<file path="src/rtl/dsps_pkg.sv">
// Shared types, register indexes and arithmetic helpers for the damped spring point step core.
// Depends on nothing; every other file of the block imports it.
`timescale 1ns / 1ps

package dsps_pkg;

   // Field and register types.
   typedef logic signed [31:0] q16_type;
   typedef logic [30:0]        coef_type;
   typedef logic [16:0]        step_type;
   typedef logic [7:0]         colour_type;
   typedef logic [2:0]         csr_index_type;
   typedef logic [15:0]        hue_type;

   // Register indexes of the configuration port.
   localparam csr_index_type CSR_STIFFNESS    = 3'd0;
   localparam csr_index_type CSR_DAMPING      = 3'd1;
   localparam csr_index_type CSR_INVERSE_MASS = 3'd2;
   localparam csr_index_type CSR_REST_X       = 3'd3;
   localparam csr_index_type CSR_REST_Y       = 3'd4;
   localparam csr_index_type CSR_REST_Z       = 3'd5;

   // Reset values of the coefficient registers.
   localparam coef_type STIFFNESS_RESET    = 31'd65536;
   localparam coef_type DAMPING_RESET      = 31'd6554;
   localparam coef_type INVERSE_MASS_RESET = 31'd65536;

   // Saturation limits of Q16.16.
   localparam q16_type Q16_MAX = 32'sh7FFF_FFFF;
   localparam q16_type Q16_MIN = 32'sh8000_0000;

   // Serial multiplier: one multiplier bit per cycle.
   localparam int MUL_BITS = 32;
   localparam int CNT_W    = $clog2(MUL_BITS);

   // Hue: |z| is divided by this constant, then the hue is offset by one half.
   localparam logic [6:0] HUE_DIVISOR = 7'd50;
   localparam hue_type    HUE_BIAS    = 16'h8000;
   localparam hue_type    HUE_OFS_R   = 16'd0;
   localparam hue_type    HUE_OFS_G   = 16'd43691;
   localparam hue_type    HUE_OFS_B   = 16'd21845;

   // Clamp a 33-bit sum to Q16.16.
   function automatic q16_type sat33(input logic signed [32:0] v);
      q16_type r;
      if (v[32] == v[31]) begin
         r = v[31:0];
      end else if (v[32]) begin
         r = Q16_MIN;
      end else begin
         r = Q16_MAX;
      end
      return r;
   endfunction

   // Clamp a 48-bit value to Q16.16.
   function automatic q16_type sat48(input logic signed [47:0] v);
      q16_type r;
      if ((v[47:31] == '0) || (v[47:31] == '1)) begin
         r = v[31:0];
      end else if (v[47]) begin
         r = Q16_MIN;
      end else begin
         r = Q16_MAX;
      end
      return r;
   endfunction

   // One channel of a full-saturation, full-value HSV colour.
   function automatic colour_type hue_channel(input hue_type h, input hue_type ofs);
      hue_type            f;
      logic [18:0]        f6;
      logic signed [19:0] p;
      logic [18:0]        mag;
      logic [16:0]        c;
      logic [24:0]        scaled;
      f   = h + ofs;
      f6  = ({3'b0, f} << 2) + ({3'b0, f} << 1);
      p   = $signed({1'b0, f6}) - 20'sd196608;
      mag = p[19] ? 19'(-p) : p[18:0];
      if (mag <= 19'd65536) begin
         c = 17'd0;
      end else if (mag >= 19'd131072) begin
         c = 17'd65536;
      end else begin
         c = 17'(mag - 19'd65536);
      end
      scaled = ({8'b0, c} << 8) - {8'b0, c} + 25'd32768;
      return scaled[23:16];
   endfunction

endpackage

</file>
<file path="src/rtl/damped_spring_point_step_core.sv">
// Damped spring point step core: one point mass on a spring, one Euler step per input word.
// Depends on dsps_pkg for types, register indexes and saturation helpers.
`timescale 1ns / 1ps

// One input word carries the tick length; the block answers it with one result word holding
// the new position and a hue colour taken from |z|. All products go through a single
// bit-serial multiplier that takes one multiplier bit per cycle, each product framed by an
// operand load and a write-back, and a tick needs 19 products plus a serial division of |z|
// by 50 for the hue. The result word is loaded once the output register is free, and the
// next input word is taken only after the whole tick, including the velocity damping that
// follows the result word, is complete; a result still stalled when the next is due holds the tick.
// Configuration writes are always taken (csr_ready is high) and must only be
// made while no tick is in progress.
module damped_spring_point_step_core (
   input  logic                    clock,
   input  logic                    reset,
   // Input channel
   input  logic                    req_valid,
   output logic                    req_stall,
   input  dsps_pkg::step_type      req_step_size,
   // Result channel
   output logic                    rsp_valid,
   input  logic                    rsp_stall,
   output dsps_pkg::q16_type       rsp_out_x,
   output dsps_pkg::q16_type       rsp_out_y,
   output dsps_pkg::q16_type       rsp_out_z,
   output dsps_pkg::colour_type    rsp_red,
   output dsps_pkg::colour_type    rsp_green,
   output dsps_pkg::colour_type    rsp_blue,
   // Configuration write channel
   input  logic                    csr_valid,
   output logic                    csr_ready,
   input  dsps_pkg::csr_index_type csr_index,
   input  dsps_pkg::q16_type       csr_wdata
);
   import dsps_pkg::*;

   typedef enum logic [2:0] {
      ST_IDLE,
      ST_LOAD,
      ST_MUL,
      ST_POST,
      ST_HUE,
      ST_DIV,
      ST_EMIT
   } state_type;

   typedef enum logic [2:0] {
      OP_SPRING,
      OP_DAMP,
      OP_FMUL,
      OP_VEL,
      OP_POS,
      OP_SCALE,
      OP_VSCALE
   } op_type;

   // Control registers
   state_type        state_ff, state_in;
   op_type           op_ff, op_in;
   logic [1:0]       axis_ff, axis_in;
   logic [CNT_W-1:0] cnt_ff, cnt_in;
   logic             rsp_valid_ff, rsp_valid_in;

   // Configuration registers
   coef_type stiff_ff, stiff_in;
   coef_type damp_ff, damp_in;
   coef_type invm_ff, invm_in;
   q16_type  rest_ff [3];
   q16_type  rest_in [3];

   // Point state
   q16_type  pos_ff [3];
   q16_type  pos_in [3];
   q16_type  vel_ff [3];
   q16_type  vel_in [3];
   q16_type  acc_ff [3];
   q16_type  acc_in [3];

   // Working registers
   step_type          dt_ff, dt_in;
   q16_type           tmp_ff, tmp_in;
   q16_type           s_ff, s_in;
   q16_type           mcand_ff, mcand_in;
   logic signed [63:0] prod_ff, prod_in;
   logic [31:0]       absz_ff, absz_in;
   logic [5:0]        rem_ff, rem_in;
   hue_type           quo_ff, quo_in;

   // Result registers
   q16_type    out_x_ff, out_x_in;
   q16_type    out_y_ff, out_y_in;
   q16_type    out_z_ff, out_z_in;
   colour_type red_ff, red_in;
   colour_type green_ff, green_in;
   colour_type blue_ff, blue_in;

   // Combinational helpers
   logic               req_accept;
   logic               mul_last;
   logic signed [32:0] mul_mcand;
   logic signed [32:0] mul_addend;
   logic signed [32:0] mul_sum;
   q16_type            diff;
   q16_type            prod_q;
   logic signed [42:0] prod_q21;
   q16_type            spring;
   logic [6:0]         div_trial;
   hue_type            hue;

   assign req_stall  = (state_ff != ST_IDLE);
   assign req_accept = req_valid && !req_stall;
   assign csr_ready  = 1'b1;
   assign rsp_valid  = rsp_valid_ff;
   assign rsp_out_x  = out_x_ff;
   assign rsp_out_y  = out_y_ff;
   assign rsp_out_z  = out_z_ff;
   assign rsp_red    = red_ff;
   assign rsp_green  = green_ff;
   assign rsp_blue   = blue_ff;

   // Shift-add step of the signed multiplier; the sign bit of the multiplier subtracts.
   assign mul_last   = (cnt_ff == CNT_W'(MUL_BITS - 1));
   assign mul_mcand  = {mcand_ff[31], mcand_ff};
   assign mul_addend = prod_ff[0] ? (mul_last ? -mul_mcand : mul_mcand) : 33'sd0;
   assign mul_sum    = $signed({prod_ff[63], prod_ff[63:32]}) + mul_addend;

   // Spring displacement of the current axis.
   assign diff = sat33($signed({pos_ff[axis_ff][31], pos_ff[axis_ff]}) -
                       $signed({rest_ff[axis_ff][31], rest_ff[axis_ff]}));

   // Product scaled back to Q16.16, and the negated spring term scaled by 1/32 as well.
   assign prod_q   = sat48(prod_ff[63:16]);
   assign prod_q21 = prod_ff[63:21];
   assign spring   = sat48(-$signed({{5{prod_q21[42]}}, prod_q21}));

   // Restoring division of |z| by a constant, one quotient bit per cycle.
   assign div_trial = {rem_ff, absz_ff[31]};
   assign hue       = quo_ff + HUE_BIAS;

   // Next-state logic of the sequencer and datapath.
   always_comb begin
      state_in     = state_ff;
      op_in        = op_ff;
      axis_in      = axis_ff;
      cnt_in       = cnt_ff;
      rsp_valid_in = rsp_valid_ff && rsp_stall;
      stiff_in     = stiff_ff;
      damp_in      = damp_ff;
      invm_in      = invm_ff;
      rest_in      = rest_ff;
      pos_in       = pos_ff;
      vel_in       = vel_ff;
      acc_in       = acc_ff;
      dt_in        = dt_ff;
      tmp_in       = tmp_ff;
      s_in         = s_ff;
      mcand_in     = mcand_ff;
      prod_in      = prod_ff;
      absz_in      = absz_ff;
      rem_in       = rem_ff;
      quo_in       = quo_ff;
      out_x_in     = out_x_ff;
      out_y_in     = out_y_ff;
      out_z_in     = out_z_ff;
      red_in       = red_ff;
      green_in     = green_ff;
      blue_in      = blue_ff;

      // Register writes; the rest position never moves the point itself.
      if (csr_valid && csr_ready) begin
         unique case (csr_index)
            CSR_STIFFNESS:    stiff_in   = csr_wdata[30:0];
            CSR_DAMPING:      damp_in    = csr_wdata[30:0];
            CSR_INVERSE_MASS: invm_in    = csr_wdata[30:0];
            CSR_REST_X:       rest_in[0] = csr_wdata;
            CSR_REST_Y:       rest_in[1] = csr_wdata;
            CSR_REST_Z:       rest_in[2] = csr_wdata;
            default: ;
         endcase
      end

      unique case (state_ff)
         ST_IDLE: begin
            if (req_accept) begin
               dt_in    = req_step_size;
               op_in    = OP_SPRING;
               axis_in  = 2'd0;
               state_in = ST_LOAD;
            end
         end

         // Select the operands of the next product.
         ST_LOAD: begin
            cnt_in   = '0;
            state_in = ST_MUL;
            unique case (op_ff)
               OP_SPRING: begin
                  prod_in  = {32'b0, diff};
                  mcand_in = {1'b0, stiff_ff};
               end
               OP_DAMP: begin
                  prod_in  = {32'b0, vel_ff[axis_ff]};
                  mcand_in = {1'b0, damp_ff};
               end
               OP_FMUL: begin
                  prod_in  = {32'b0, tmp_ff};
                  mcand_in = {1'b0, invm_ff};
               end
               OP_VEL: begin
                  prod_in  = {32'b0, acc_ff[axis_ff]};
                  mcand_in = {15'b0, dt_ff};
               end
               OP_POS: begin
                  prod_in  = {32'b0, vel_ff[axis_ff]};
                  mcand_in = {15'b0, dt_ff};
               end
               OP_SCALE: begin
                  prod_in  = {32'b0, 15'b0, dt_ff};
                  mcand_in = {1'b0, damp_ff};
               end
               OP_VSCALE: begin
                  prod_in  = {32'b0, vel_ff[axis_ff]};
                  mcand_in = s_ff;
               end
               default: state_in = ST_IDLE;
            endcase
         end

         // One multiplier bit per cycle.
         ST_MUL: begin
            prod_in = {mul_sum, prod_ff[31:1]};
            cnt_in  = cnt_ff + 1'b1;
            if (mul_last) begin
               state_in = ST_POST;
            end
         end

         // Write the product back and pick the next operation.
         ST_POST: begin
            state_in = ST_LOAD;
            unique case (op_ff)
               OP_SPRING: begin
                  tmp_in = spring;
                  op_in  = OP_DAMP;
               end
               OP_DAMP: begin
                  tmp_in = sat33($signed({tmp_ff[31], tmp_ff}) - $signed({prod_q[31], prod_q}));
                  op_in  = OP_FMUL;
               end
               OP_FMUL: begin
                  acc_in[axis_ff] = sat33($signed({acc_ff[axis_ff][31], acc_ff[axis_ff]}) +
                                          $signed({prod_q[31], prod_q}));
                  op_in = OP_VEL;
               end
               OP_VEL: begin
                  vel_in[axis_ff] = sat33($signed({vel_ff[axis_ff][31], vel_ff[axis_ff]}) +
                                          $signed({prod_q[31], prod_q}));
                  op_in = OP_POS;
               end
               OP_POS: begin
                  pos_in[axis_ff] = sat33($signed({pos_ff[axis_ff][31], pos_ff[axis_ff]}) +
                                          $signed({prod_q[31], prod_q}));
                  if (axis_ff == 2'd2) begin
                     state_in = ST_HUE;
                  end else begin
                     axis_in = axis_ff + 1'b1;
                     op_in   = OP_SPRING;
                  end
               end
               OP_SCALE: begin
                  s_in    = prod_q;
                  op_in   = OP_VSCALE;
                  axis_in = 2'd0;
               end
               OP_VSCALE: begin
                  vel_in[axis_ff] = prod_q;
                  if (axis_ff == 2'd2) begin
                     state_in = ST_IDLE;
                  end else begin
                     axis_in = axis_ff + 1'b1;
                  end
               end
               default: state_in = ST_IDLE;
            endcase
         end

         // Take the magnitude of z for the hue division.
         ST_HUE: begin
            absz_in  = pos_ff[2][31] ? 32'(-pos_ff[2]) : pos_ff[2];
            rem_in   = '0;
            quo_in   = '0;
            cnt_in   = '0;
            state_in = ST_DIV;
         end

         ST_DIV: begin
            absz_in = {absz_ff[30:0], 1'b0};
            if (div_trial >= HUE_DIVISOR) begin
               rem_in = 6'(div_trial - HUE_DIVISOR);
               quo_in = {quo_ff[14:0], 1'b1};
            end else begin
               rem_in = div_trial[5:0];
               quo_in = {quo_ff[14:0], 1'b0};
            end
            cnt_in = cnt_ff + 1'b1;
            if (mul_last) begin
               state_in = ST_EMIT;
            end
         end

         // Load the result word once the output register is free, then damp the velocity.
         ST_EMIT: begin
            if (!rsp_valid_ff || !rsp_stall) begin
               out_x_in     = pos_ff[0];
               out_y_in     = pos_ff[1];
               out_z_in     = pos_ff[2];
               red_in       = hue_channel(hue, HUE_OFS_R);
               green_in     = hue_channel(hue, HUE_OFS_G);
               blue_in      = hue_channel(hue, HUE_OFS_B);
               rsp_valid_in = 1'b1;
               op_in        = OP_SCALE;
               axis_in      = 2'd0;
               state_in     = ST_LOAD;
            end
         end

         default: state_in = ST_IDLE;
      endcase
   end

   // State, configuration, point, working and result registers.
   always_ff @(posedge clock) begin
      dt_ff    <= dt_in;
      tmp_ff   <= tmp_in;
      s_ff     <= s_in;
      mcand_ff <= mcand_in;
      prod_ff  <= prod_in;
      absz_ff  <= absz_in;
      rem_ff   <= rem_in;
      quo_ff   <= quo_in;
      out_x_ff <= out_x_in;
      out_y_ff <= out_y_in;
      out_z_ff <= out_z_in;
      red_ff   <= red_in;
      green_ff <= green_in;
      blue_ff  <= blue_in;
      cnt_ff   <= cnt_in;
      if (reset) begin
         state_ff     <= ST_IDLE;
         op_ff        <= OP_SPRING;
         axis_ff      <= 2'd0;
         rsp_valid_ff <= 1'b0;
         stiff_ff     <= STIFFNESS_RESET;
         damp_ff      <= DAMPING_RESET;
         invm_ff      <= INVERSE_MASS_RESET;
         for (int i = 0; i < 3; i++) begin
            rest_ff[i] <= '0;
            pos_ff[i]  <= '0;
            vel_ff[i]  <= '0;
            acc_ff[i]  <= '0;
         end
      end else begin
         state_ff     <= state_in;
         op_ff        <= op_in;
         axis_ff      <= axis_in;
         rsp_valid_ff <= rsp_valid_in;
         stiff_ff     <= stiff_in;
         damp_ff      <= damp_in;
         invm_ff      <= invm_in;
         rest_ff      <= rest_in;
         pos_ff       <= pos_in;
         vel_ff       <= vel_in;
         acc_ff       <= acc_in;
      end
   end

   // A taken input word always starts the spring product of the x axis.
   assert property (@(posedge clock) disable iff (reset)
      req_accept |=> (state_ff == ST_LOAD) && (op_ff == OP_SPRING) && (axis_ff == 2'd0))
      else $error("input word did not start the x-axis spring product");

   // Every product and division starts from a cleared bit counter.
   assert property (@(posedge clock) disable iff (reset)
      ((state_ff == ST_LOAD) || (state_ff == ST_HUE)) |=> (cnt_ff == '0))
      else $error("serial unit started with a stale bit count");

   // The axis counter never leaves the three axes.
   assert property (@(posedge clock) disable iff (reset)
      axis_ff != 2'd3)
      else $error("axis counter out of range");

   // While idle the position does not move, whatever is written to the rest registers.
   assert property (@(posedge clock) disable iff (reset)
      (state_ff == ST_IDLE) |=>
         ($stable(pos_ff[0]) && $stable(pos_ff[1]) && $stable(pos_ff[2])))
      else $error("position moved without a tick");

   // A pending result word is never overwritten while it is stalled.
   assert property (@(posedge clock) disable iff (reset)
      (rsp_valid_ff && rsp_stall && (state_ff == ST_EMIT)) |=> (state_ff == ST_EMIT))
      else $error("result word overwritten while stalled");

endmodule
</file>
<file path="config.mk">
export PLATFORM = sky130hd
export DESIGN_NAME = damped_spring_point_step_core
export DESIGN_NICKNAME = d
export VERILOG_FILES = /design/src/rtl/dsps_pkg.sv /design/src/rtl/damped_spring_point_step_core.sv
export SDC_FILE = /design/constraint.sdc
export NUM_CORES = 2
export LEC_CHECK = 0
export BUFFER_PORTS_ARGS = -buffer_cell sky130_fd_sc_hd__buf_4
export CAP_MARGIN = 10
export CORE_MARGIN = 3
export CORE_UTILIZATION = 55
export CTS_CLUSTER_DIAMETER = 30
export DETAILED_ROUTE_END_ITERATION = 8
export GPL_ROUTABILITY_DRIVEN = 0
export PLACE_DENSITY = 0.7
export SKIP_CTS_REPAIR_TIMING = 1
export SLEW_MARGIN = 20
export SYNTH_ARGS = -nofsm -noshare
export SYNTH_HDL_FRONTEND = slang
export SYNTH_SLANG_ARGS = --single-unit
export TNS_END_PERCENT = 20
</file>
<file path="constraint.sdc">
create_clock -name clock -period 14.4 [get_ports clock]
set_input_delay 0.72 -clock clock [delete_from_list [all_inputs] [get_ports clock]]
set_output_delay 0.72 -clock clock [all_outputs]
set_load 0.005 [all_outputs]
</file>
---- Word level (Yosys, flattened, before mapping) ----
Cells that the tools add are included.
operators by class
  add/subtract/negate cells ............... 33
  $lt $le $gt $ge ......................... 9
  equality and inequality tests ........... 35
  mux-type cells .......................... 88
  bitwise gates (word level) .............. 1
  reductions and logical operators ........ 48
operator list
  operator                                                count
  2-to-1 mux 32 bit                                       30
  bitwise mux 96 bit                                      4
  case mux 64 bit (5 select lines)                        1
  binary-select mux 32 bit (select 2 bit)                 4
  2-to-1 mux 17 bit                                       12
  case mux 96 bit (2 select lines)                        1
  case mux 32 bit (5 select lines)                        1
  case mux 32 bit (2 select lines)                        2
  case mux 64 bit (2 select lines)                        1
  adder 32 x 32 -> 33 bit                                 3
  adder 24 x 16 -> 24 bit (second input constant)         3
  subtractor 24 x 17 -> 24 bit                            3
  2-to-1 mux 33 bit                                       2
  subtractor 32 x 32 -> 33 bit                            2
  demux 32 bit (select 2 bit)                             1
  subtractor 19 x 18 -> 20 bit (second input constant)    3
  adder 18 x 17 -> 19 bit                                 3
  >= comparator 19 x 18 -> 1 bit (second input constant)  3
  <= comparator 19 x 17 -> 1 bit (second input constant)  3
  2-to-1 mux 19 bit                                       3
  negator 19 bit                                          3
  subtractor 17 bit (second input constant)               3
  negator 43 -> 48 bit                                    1
  == test 17 bit (second input constant)                  2
  50 further kinds                                        120
word-level totals
  bits in registers ....................... 842
  bits of input ports ..................... 57
  output and inout bits ................... 123
  logic and storage cells ................. 248

---- Depth between registers and ports, before layout ----
  word-level depth ........................ 13
  gate-level depth with buffers ........... 34
  depth with buffers taken out ............ 33

---- Least setup slack after synthesis ----
OpenSTA, ideal clock, no wires.
  kind .................................... reg-to-reg
  start point ............................. reg quo_ff[2]
  end point ............................... reg blue_ff[7], in the netlist rsp_blue[7], data pin
  library setup time ...................... 0.268 ns
  data arrival time ....................... 7.122 ns
  data required time ...................... 14.132 ns
  slack ................................... 7.009 ns
  stages on the path, launching flop included .. 34
  buffers on the path ..................... 1
  period minus slack after synthesis ...... 7.391 ns
  path through ............................ edfxtp_1 -> inv_1 -> ha_1 -> a21o_1 -> a21o_1 -> a21o_1 -> a21o_1 -> a21oi_1 -> xnor2_1 -> ha_1 -> ha_1 -> and2_1 -> a221oi_1 -> a211oi_1 -> a311oi_2 -> nor4b_4 -> nand3_1 -> a221oi_2 -> o21ai_2 -> or2_2 -> clkbuf_1 -> inv_1 -> nand2_1 -> ha_1 -> ha_1 -> a21o_1 -> a21oi_1 -> o21ai_0 -> a21oi_1 -> nor2b_1 -> or4_1 -> o22a_1 -> a2111oi_2 -> nor3b_1
between the ends
  cells in the longest elaborated chain, start to end .. 13
  elaborated cells between the ends (all ways) .. 15
  classes of those cells .................. add/sub: 8; order compare: 2; mux: 5
ends and longest elaborated chain
  item                                                                        line                                  text
  from (decl)                                                                 damped_spring_point_step_core.sv:88   hue_type quo_ff, quo_in;
  from (signal assigned)                                                      damped_spring_point_step_core.sv:341  quo_ff <= quo_in;
  adder 16 bit *                                                              damped_spring_point_step_core.sv:139  assign hue = quo_ff + HUE_BIAS;
  adder 16 x 15 -> 16 bit *                                                   dsps_pkg.sv:77                        f = h + ofs;
  adder 18 x 17 -> 19 bit *                                                   dsps_pkg.sv:78                        f6 = ({3'b0, f} << 2) + ({3'b0, f} << 1);
  subtractor 19 x 18 -> 20 bit *                                              dsps_pkg.sv:79                        p = $signed({1'b0, f6}) - 20'sd196608;
  negator 19 bit                                                              dsps_pkg.sv:80                        mag = p[19] ? 19'(-p) : p[18:0];
  2-to-1 mux 19 bit *                                                         dsps_pkg.sv:80
  subtractor 17 bit / >= comparator 19 x 18 -> 1 bit (equally long branches)  dsps_pkg.sv:86, dsps_pkg.sv:83
  2-to-1 mux 17 bit                                                           dsps_pkg.sv:83                        end else if (mag >= 19'd131072) begin
  2-to-1 mux 17 bit *                                                         dsps_pkg.sv:81                        if (mag <= 19'd65536) begin
  2-to-1 mux 17 bit *                                                         damped_spring_point_step_core.sv:314  if (!rsp_valid_ff || !rsp_stall) begin
  2-to-1 mux 17 bit *                                                         damped_spring_point_step_core.sv:183  unique case (state_ff)
  subtractor 24 x 17 -> 24 bit *                                              dsps_pkg.sv:88                        scaled = ({8'b0, c} << 8) - {8'b0, c} + 25'd32768;
  adder 24 x 16 -> 24 bit *                                                   dsps_pkg.sv:88
  to (signal assigned)                                                        damped_spring_point_step_core.sv:347  blue_ff <= blue_in;
  to (decl)                                                                   damped_spring_point_step_core.sv:96   colour_type blue_ff, blue_in;
Every way passes the cells marked *; elsewhere a longest branch is shown, timed or not. The select of a mux whose other input is x is not followed.
A chain may end at the register's enable or synchronous reset.

---- Worst setup path after layout ----
  start point ............................. reg quo_ff[0]
  end point ............................... reg green_ff[6], in the netlist rsp_green[6], data pin
between the ends
  cells in the longest elaborated chain, start to end .. 13
  elaborated cells between the ends (all ways) .. 15
  classes of those cells .................. add/sub: 8; order compare: 2; mux: 5
ends and longest elaborated chain
  item                                                                        line                                  text
  adder 16 bit *                                                              damped_spring_point_step_core.sv:139
  adder 16 bit *                                                              dsps_pkg.sv:77
  adder 18 x 17 -> 19 bit *                                                   dsps_pkg.sv:78
  subtractor 19 x 18 -> 20 bit *                                              dsps_pkg.sv:79
  negator 19 bit                                                              dsps_pkg.sv:80
  2-to-1 mux 19 bit *                                                         dsps_pkg.sv:80
  subtractor 17 bit / >= comparator 19 x 18 -> 1 bit (equally long branches)  dsps_pkg.sv:86, dsps_pkg.sv:83
  2-to-1 mux 17 bit                                                           dsps_pkg.sv:83
  2-to-1 mux 17 bit *                                                         dsps_pkg.sv:81
  2-to-1 mux 17 bit *                                                         damped_spring_point_step_core.sv:314
  2-to-1 mux 17 bit *                                                         damped_spring_point_step_core.sv:183
  subtractor 24 x 17 -> 24 bit *                                              dsps_pkg.sv:88
  adder 24 x 16 -> 24 bit *                                                   dsps_pkg.sv:88
  to (signal assigned)                                                        damped_spring_point_step_core.sv:346  green_ff <= green_in;
  to (decl)                                                                   damped_spring_point_step_core.sv:95   colour_type green_ff, green_in;
Marked as above.

==> metrics.yaml <==
power:
  intPower_mw: 7.22
  switchingPower_mw: 4.86
  clkPwrFrac_pct: 34.3
  power.leakage_nw: 24.5
  vdd.ir_drop.worst_mv: 0.150
  combPwrFrac_pct: 39.4
  sw_frac_of_total_pct: 40.2
  power_density_nw_per_um2: 192
  seq_power_share_pct: 26.3
synth:
  synth_fp_nets: 6764
  ys_seq_area_share_pct: 37.7
  synth_warnings: 0
  synth_edf_count: 356
  synth_cell_types: 108
  ys_ff_latch: 842
  postSynthAreaPerCell_um2: 8.57
  ys_async_sr_fraction_pct: 0
  synth_cells: 6317
  ys.flop_type: "dfxtp_1"
  yosys.area.top_type: "edfxtp_1"
  netlist_top_cells_area: "edfxtp_1 20%, dfxtp_1 18%, ha_1 8.8%, nand2_1 6.2%, a21oi_1 5.1%"
  synth_top_area_share_pct: 19.8
  netlist_area_um2: 54100
sta:
  tightest_slew_ns: 1.15
  fin_crit_sh_pct: 58.5
  fin_skew_ns: 0.0330
  tns_ns: 0
  hold_viol_final: 0
  relSlewSlack_pct: 22.8
  period_needed_ns: 8.42
  hold_ws_ns: 0.121
  slew_viol_final: 0
  rsz0062_at_grt: "no"
  setup_viol: 0
  max_freq_ghz: 0.119
worst_hold_path:
  hold_depth: 1
  hold_class: "input port to register"
global_routing:
  antenna_found_initial: 8
  grt_pass1_vias: 46800
  gr-total-overflow: 0
  grt_pass1_wl_um: 274000
  grt_usage_pct: 34.0
  grt_max_degree: 126
critical_path:
  cp.depth: 28
  cp_max_fo: 19
  critPathTopFamily: "compound AO/OA/AOI/OAI gates"
  worst_path_largest_cell_delay_ns: 0.85
  required_ns: 14.91
  r2r_slack_ns: 5.98
  cp-start-kind: "register"
  crit_path_end_kind: "register"
  worst_path_max_delay_cell: "a211oi_2"
  cpMostUsedCell: "ha_1"
  reg2reg_depth: 28
  critical_path_class: "register to register"
  crit_buf_inv: 2
  arrival_ns: 8.93
routing:
  drc: 0
  vias_per_cell: 6.41
  dr.pass1.iters: 7
  ant_nets: 0
  first_iter_violations: 6366
  vias: 50400
  wl_per_cell_um: 23.0
  drt-total-wl_um: 181000
clock_network:
  clock_latency_ns: 0.77
  htreeDepth: 4
  cts_buffer_depth: 3
  path_clk_slew_ns: 0.05
  cts_made_buffers: 178
  clkSinkCount: 842
  cts_tree: "done"
  root_buffer: "clkbuf_16"
die:
  start_util_pct: 55.7
  die_h_um: 320
  fp.dieW_um: 320
  dieArea_um2: 102000
  ios: 180
  rows: 114
  core_um2: 97100
placed_design:
  hpwl_um: 128000
  placed_cell_area_um2: 56600
  io_buffer_count: 178
outcome:
  outcome: "complete, no violations"
final_layout:
  final_util_pct: 64.7
  final_nets: 6870
  final_area_um2: 62800
  drive_gt1_share_pct: 10.3
  fill_cells: 8131
  area_growth_pct: 16.1
job:
  maxCapViolCount: 0
-- cell families after synthesis --
logic type               share of synthesized area (%)
flip-flops                                        37.7
AND/OR/NAND/NOR                                   16.8
multiplexers                                      2.82
AO/OA/AOI/OAI                                     23.9
adder cells (fa/ha/maj)                           9.22
buffers and inverters                             3.60
XOR/XNOR                                          5.86
other                                          0.00693
-- stage by stage --
stage / power (mW) / worst slack [ns] / std cells
2_1_floorplan: 6.23 / 7.01 / 6317
3_3_place_gp: 7.67 / 6.19 / 7517
3_5_place_dp: 7.73 / 6.02 / 7517
4_1_cts: 11.9 / 6.02 / 7848
5_1_grt: 12.5 / 5.34 / 7850
6_report: 12.1 / 5.98 / 7863
-- cell type report --
cell class / count / area [µm²] / area share (%)
diodes: 13 / 32.5 / 0.0518
clock buffers: 233 / 5070 / 8.08
clock inverters: 98 / 1110 / 1.76
inverters: 180 / 676 / 1.08
multi-input cells: 4962 / 31900 / 50.8
flip-flops and latches: 842 / 20400 / 32.5
well taps: 1276 / 1600 / 2.54
repair buffers: 259 / 1960 / 3.13
-- layer usage --
layer	global-route usage (%)	routed length, µm
met5	0	22
met1	43.5	71300
met2	53.1	80400
met4	19.6	11400
met3	7.84	18100
-- power by group through the flow --
stage	Combinational (mW)	Sequential, mW	Clock (mW)
3_5_place_dp	4.53	3.20	0
2_1_floorplan	3.16	3.07	0
3_3_place_gp	4.47	3.20	0
6_report	4.76	3.18	4.14
4_1_cts	4.57	3.17	4.17
5_1_grt	5.06	3.19	4.29
-- path summary, 6_finish.rpt --
check	startpoint	endpoint
setup / recovery	quo_ff[0]	rsp_green[6]
hold / removal	req_step_size[0]	dt_ff[0]
setup reg to reg	quo_ff[0]	rsp_green[6]
hold reg to reg	acc_ff[78]	acc_ff[78]
-- worst reg2reg max path: cells and delay by family (launching register included) --
kind | cells | cell delay [ns]
XOR/XNOR | 2 | 0.35
flip-flops | 1 | 0.36
adder cells (fa/ha/maj) | 5 | 1.62
buffers and inverters | 2 | 0.46
AND/OR/NAND/NOR | 4 | 1.08
AO/OA/AOI/OAI | 15 | 4.29
-- cells in the mapped netlist, types with 53 or more instances --
| cell type | count |
|---|---|
| xnor2_1 | 219 |
| dfxtp_1 | 486 |
| or3_1 | 53 |
| nand2_1 | 899 |
| o21a_1 | 59 |
| nand3_1 | 65 |
| and2_1 | 65 |
| a211oi_1 | 143 |
| nor2_1 | 466 |
| o22ai_1 | 132 |
| clkbuf_1 | 291 |
| a21o_1 | 127 |
| edfxtp_1 | 356 |
| a31oi_1 | 100 |
| o211ai_1 | 61 |
| o21ai_0 | 505 |
| ha_1 | 381 |
| mux2i_1 | 148 |
| inv_1 | 177 |
| xor2_1 | 141 |
| nand2b_1 | 69 |
| a21oi_1 | 549 |
| nor3_1 | 100 |
-- registers in the layout, summed over array words and instances (netlist names), 64 cells and up --
signal	flops
pos_ff	96
acc_ff	96
vel_ff	96
rest_ff	96
prod_ff	64
-- layout by cell type, fill, tap and decap left out, drive strengths merged, types with 28 or more instances in the layout --
cell type and n:
nand2 900, a21oi 553, o21ai 526, dfxtp 486, nor2 466, ha 381, edfxtp 356, buf 259
clkbuf 233, xnor2 220, inv 195, mux2i 148, a211oi 148, xor2 141, o22ai 132, a21o 127
nor3 107, a31oi 101, nand2b 69, and2 66, nand3 65, o211ai 61, clkinv 61, o21a 60
or3 53, a22o 50, nor2b 50, a22oi 44, o31ai 43, and3 37, o21bai 28
Power figures use the tool's default switching activity.
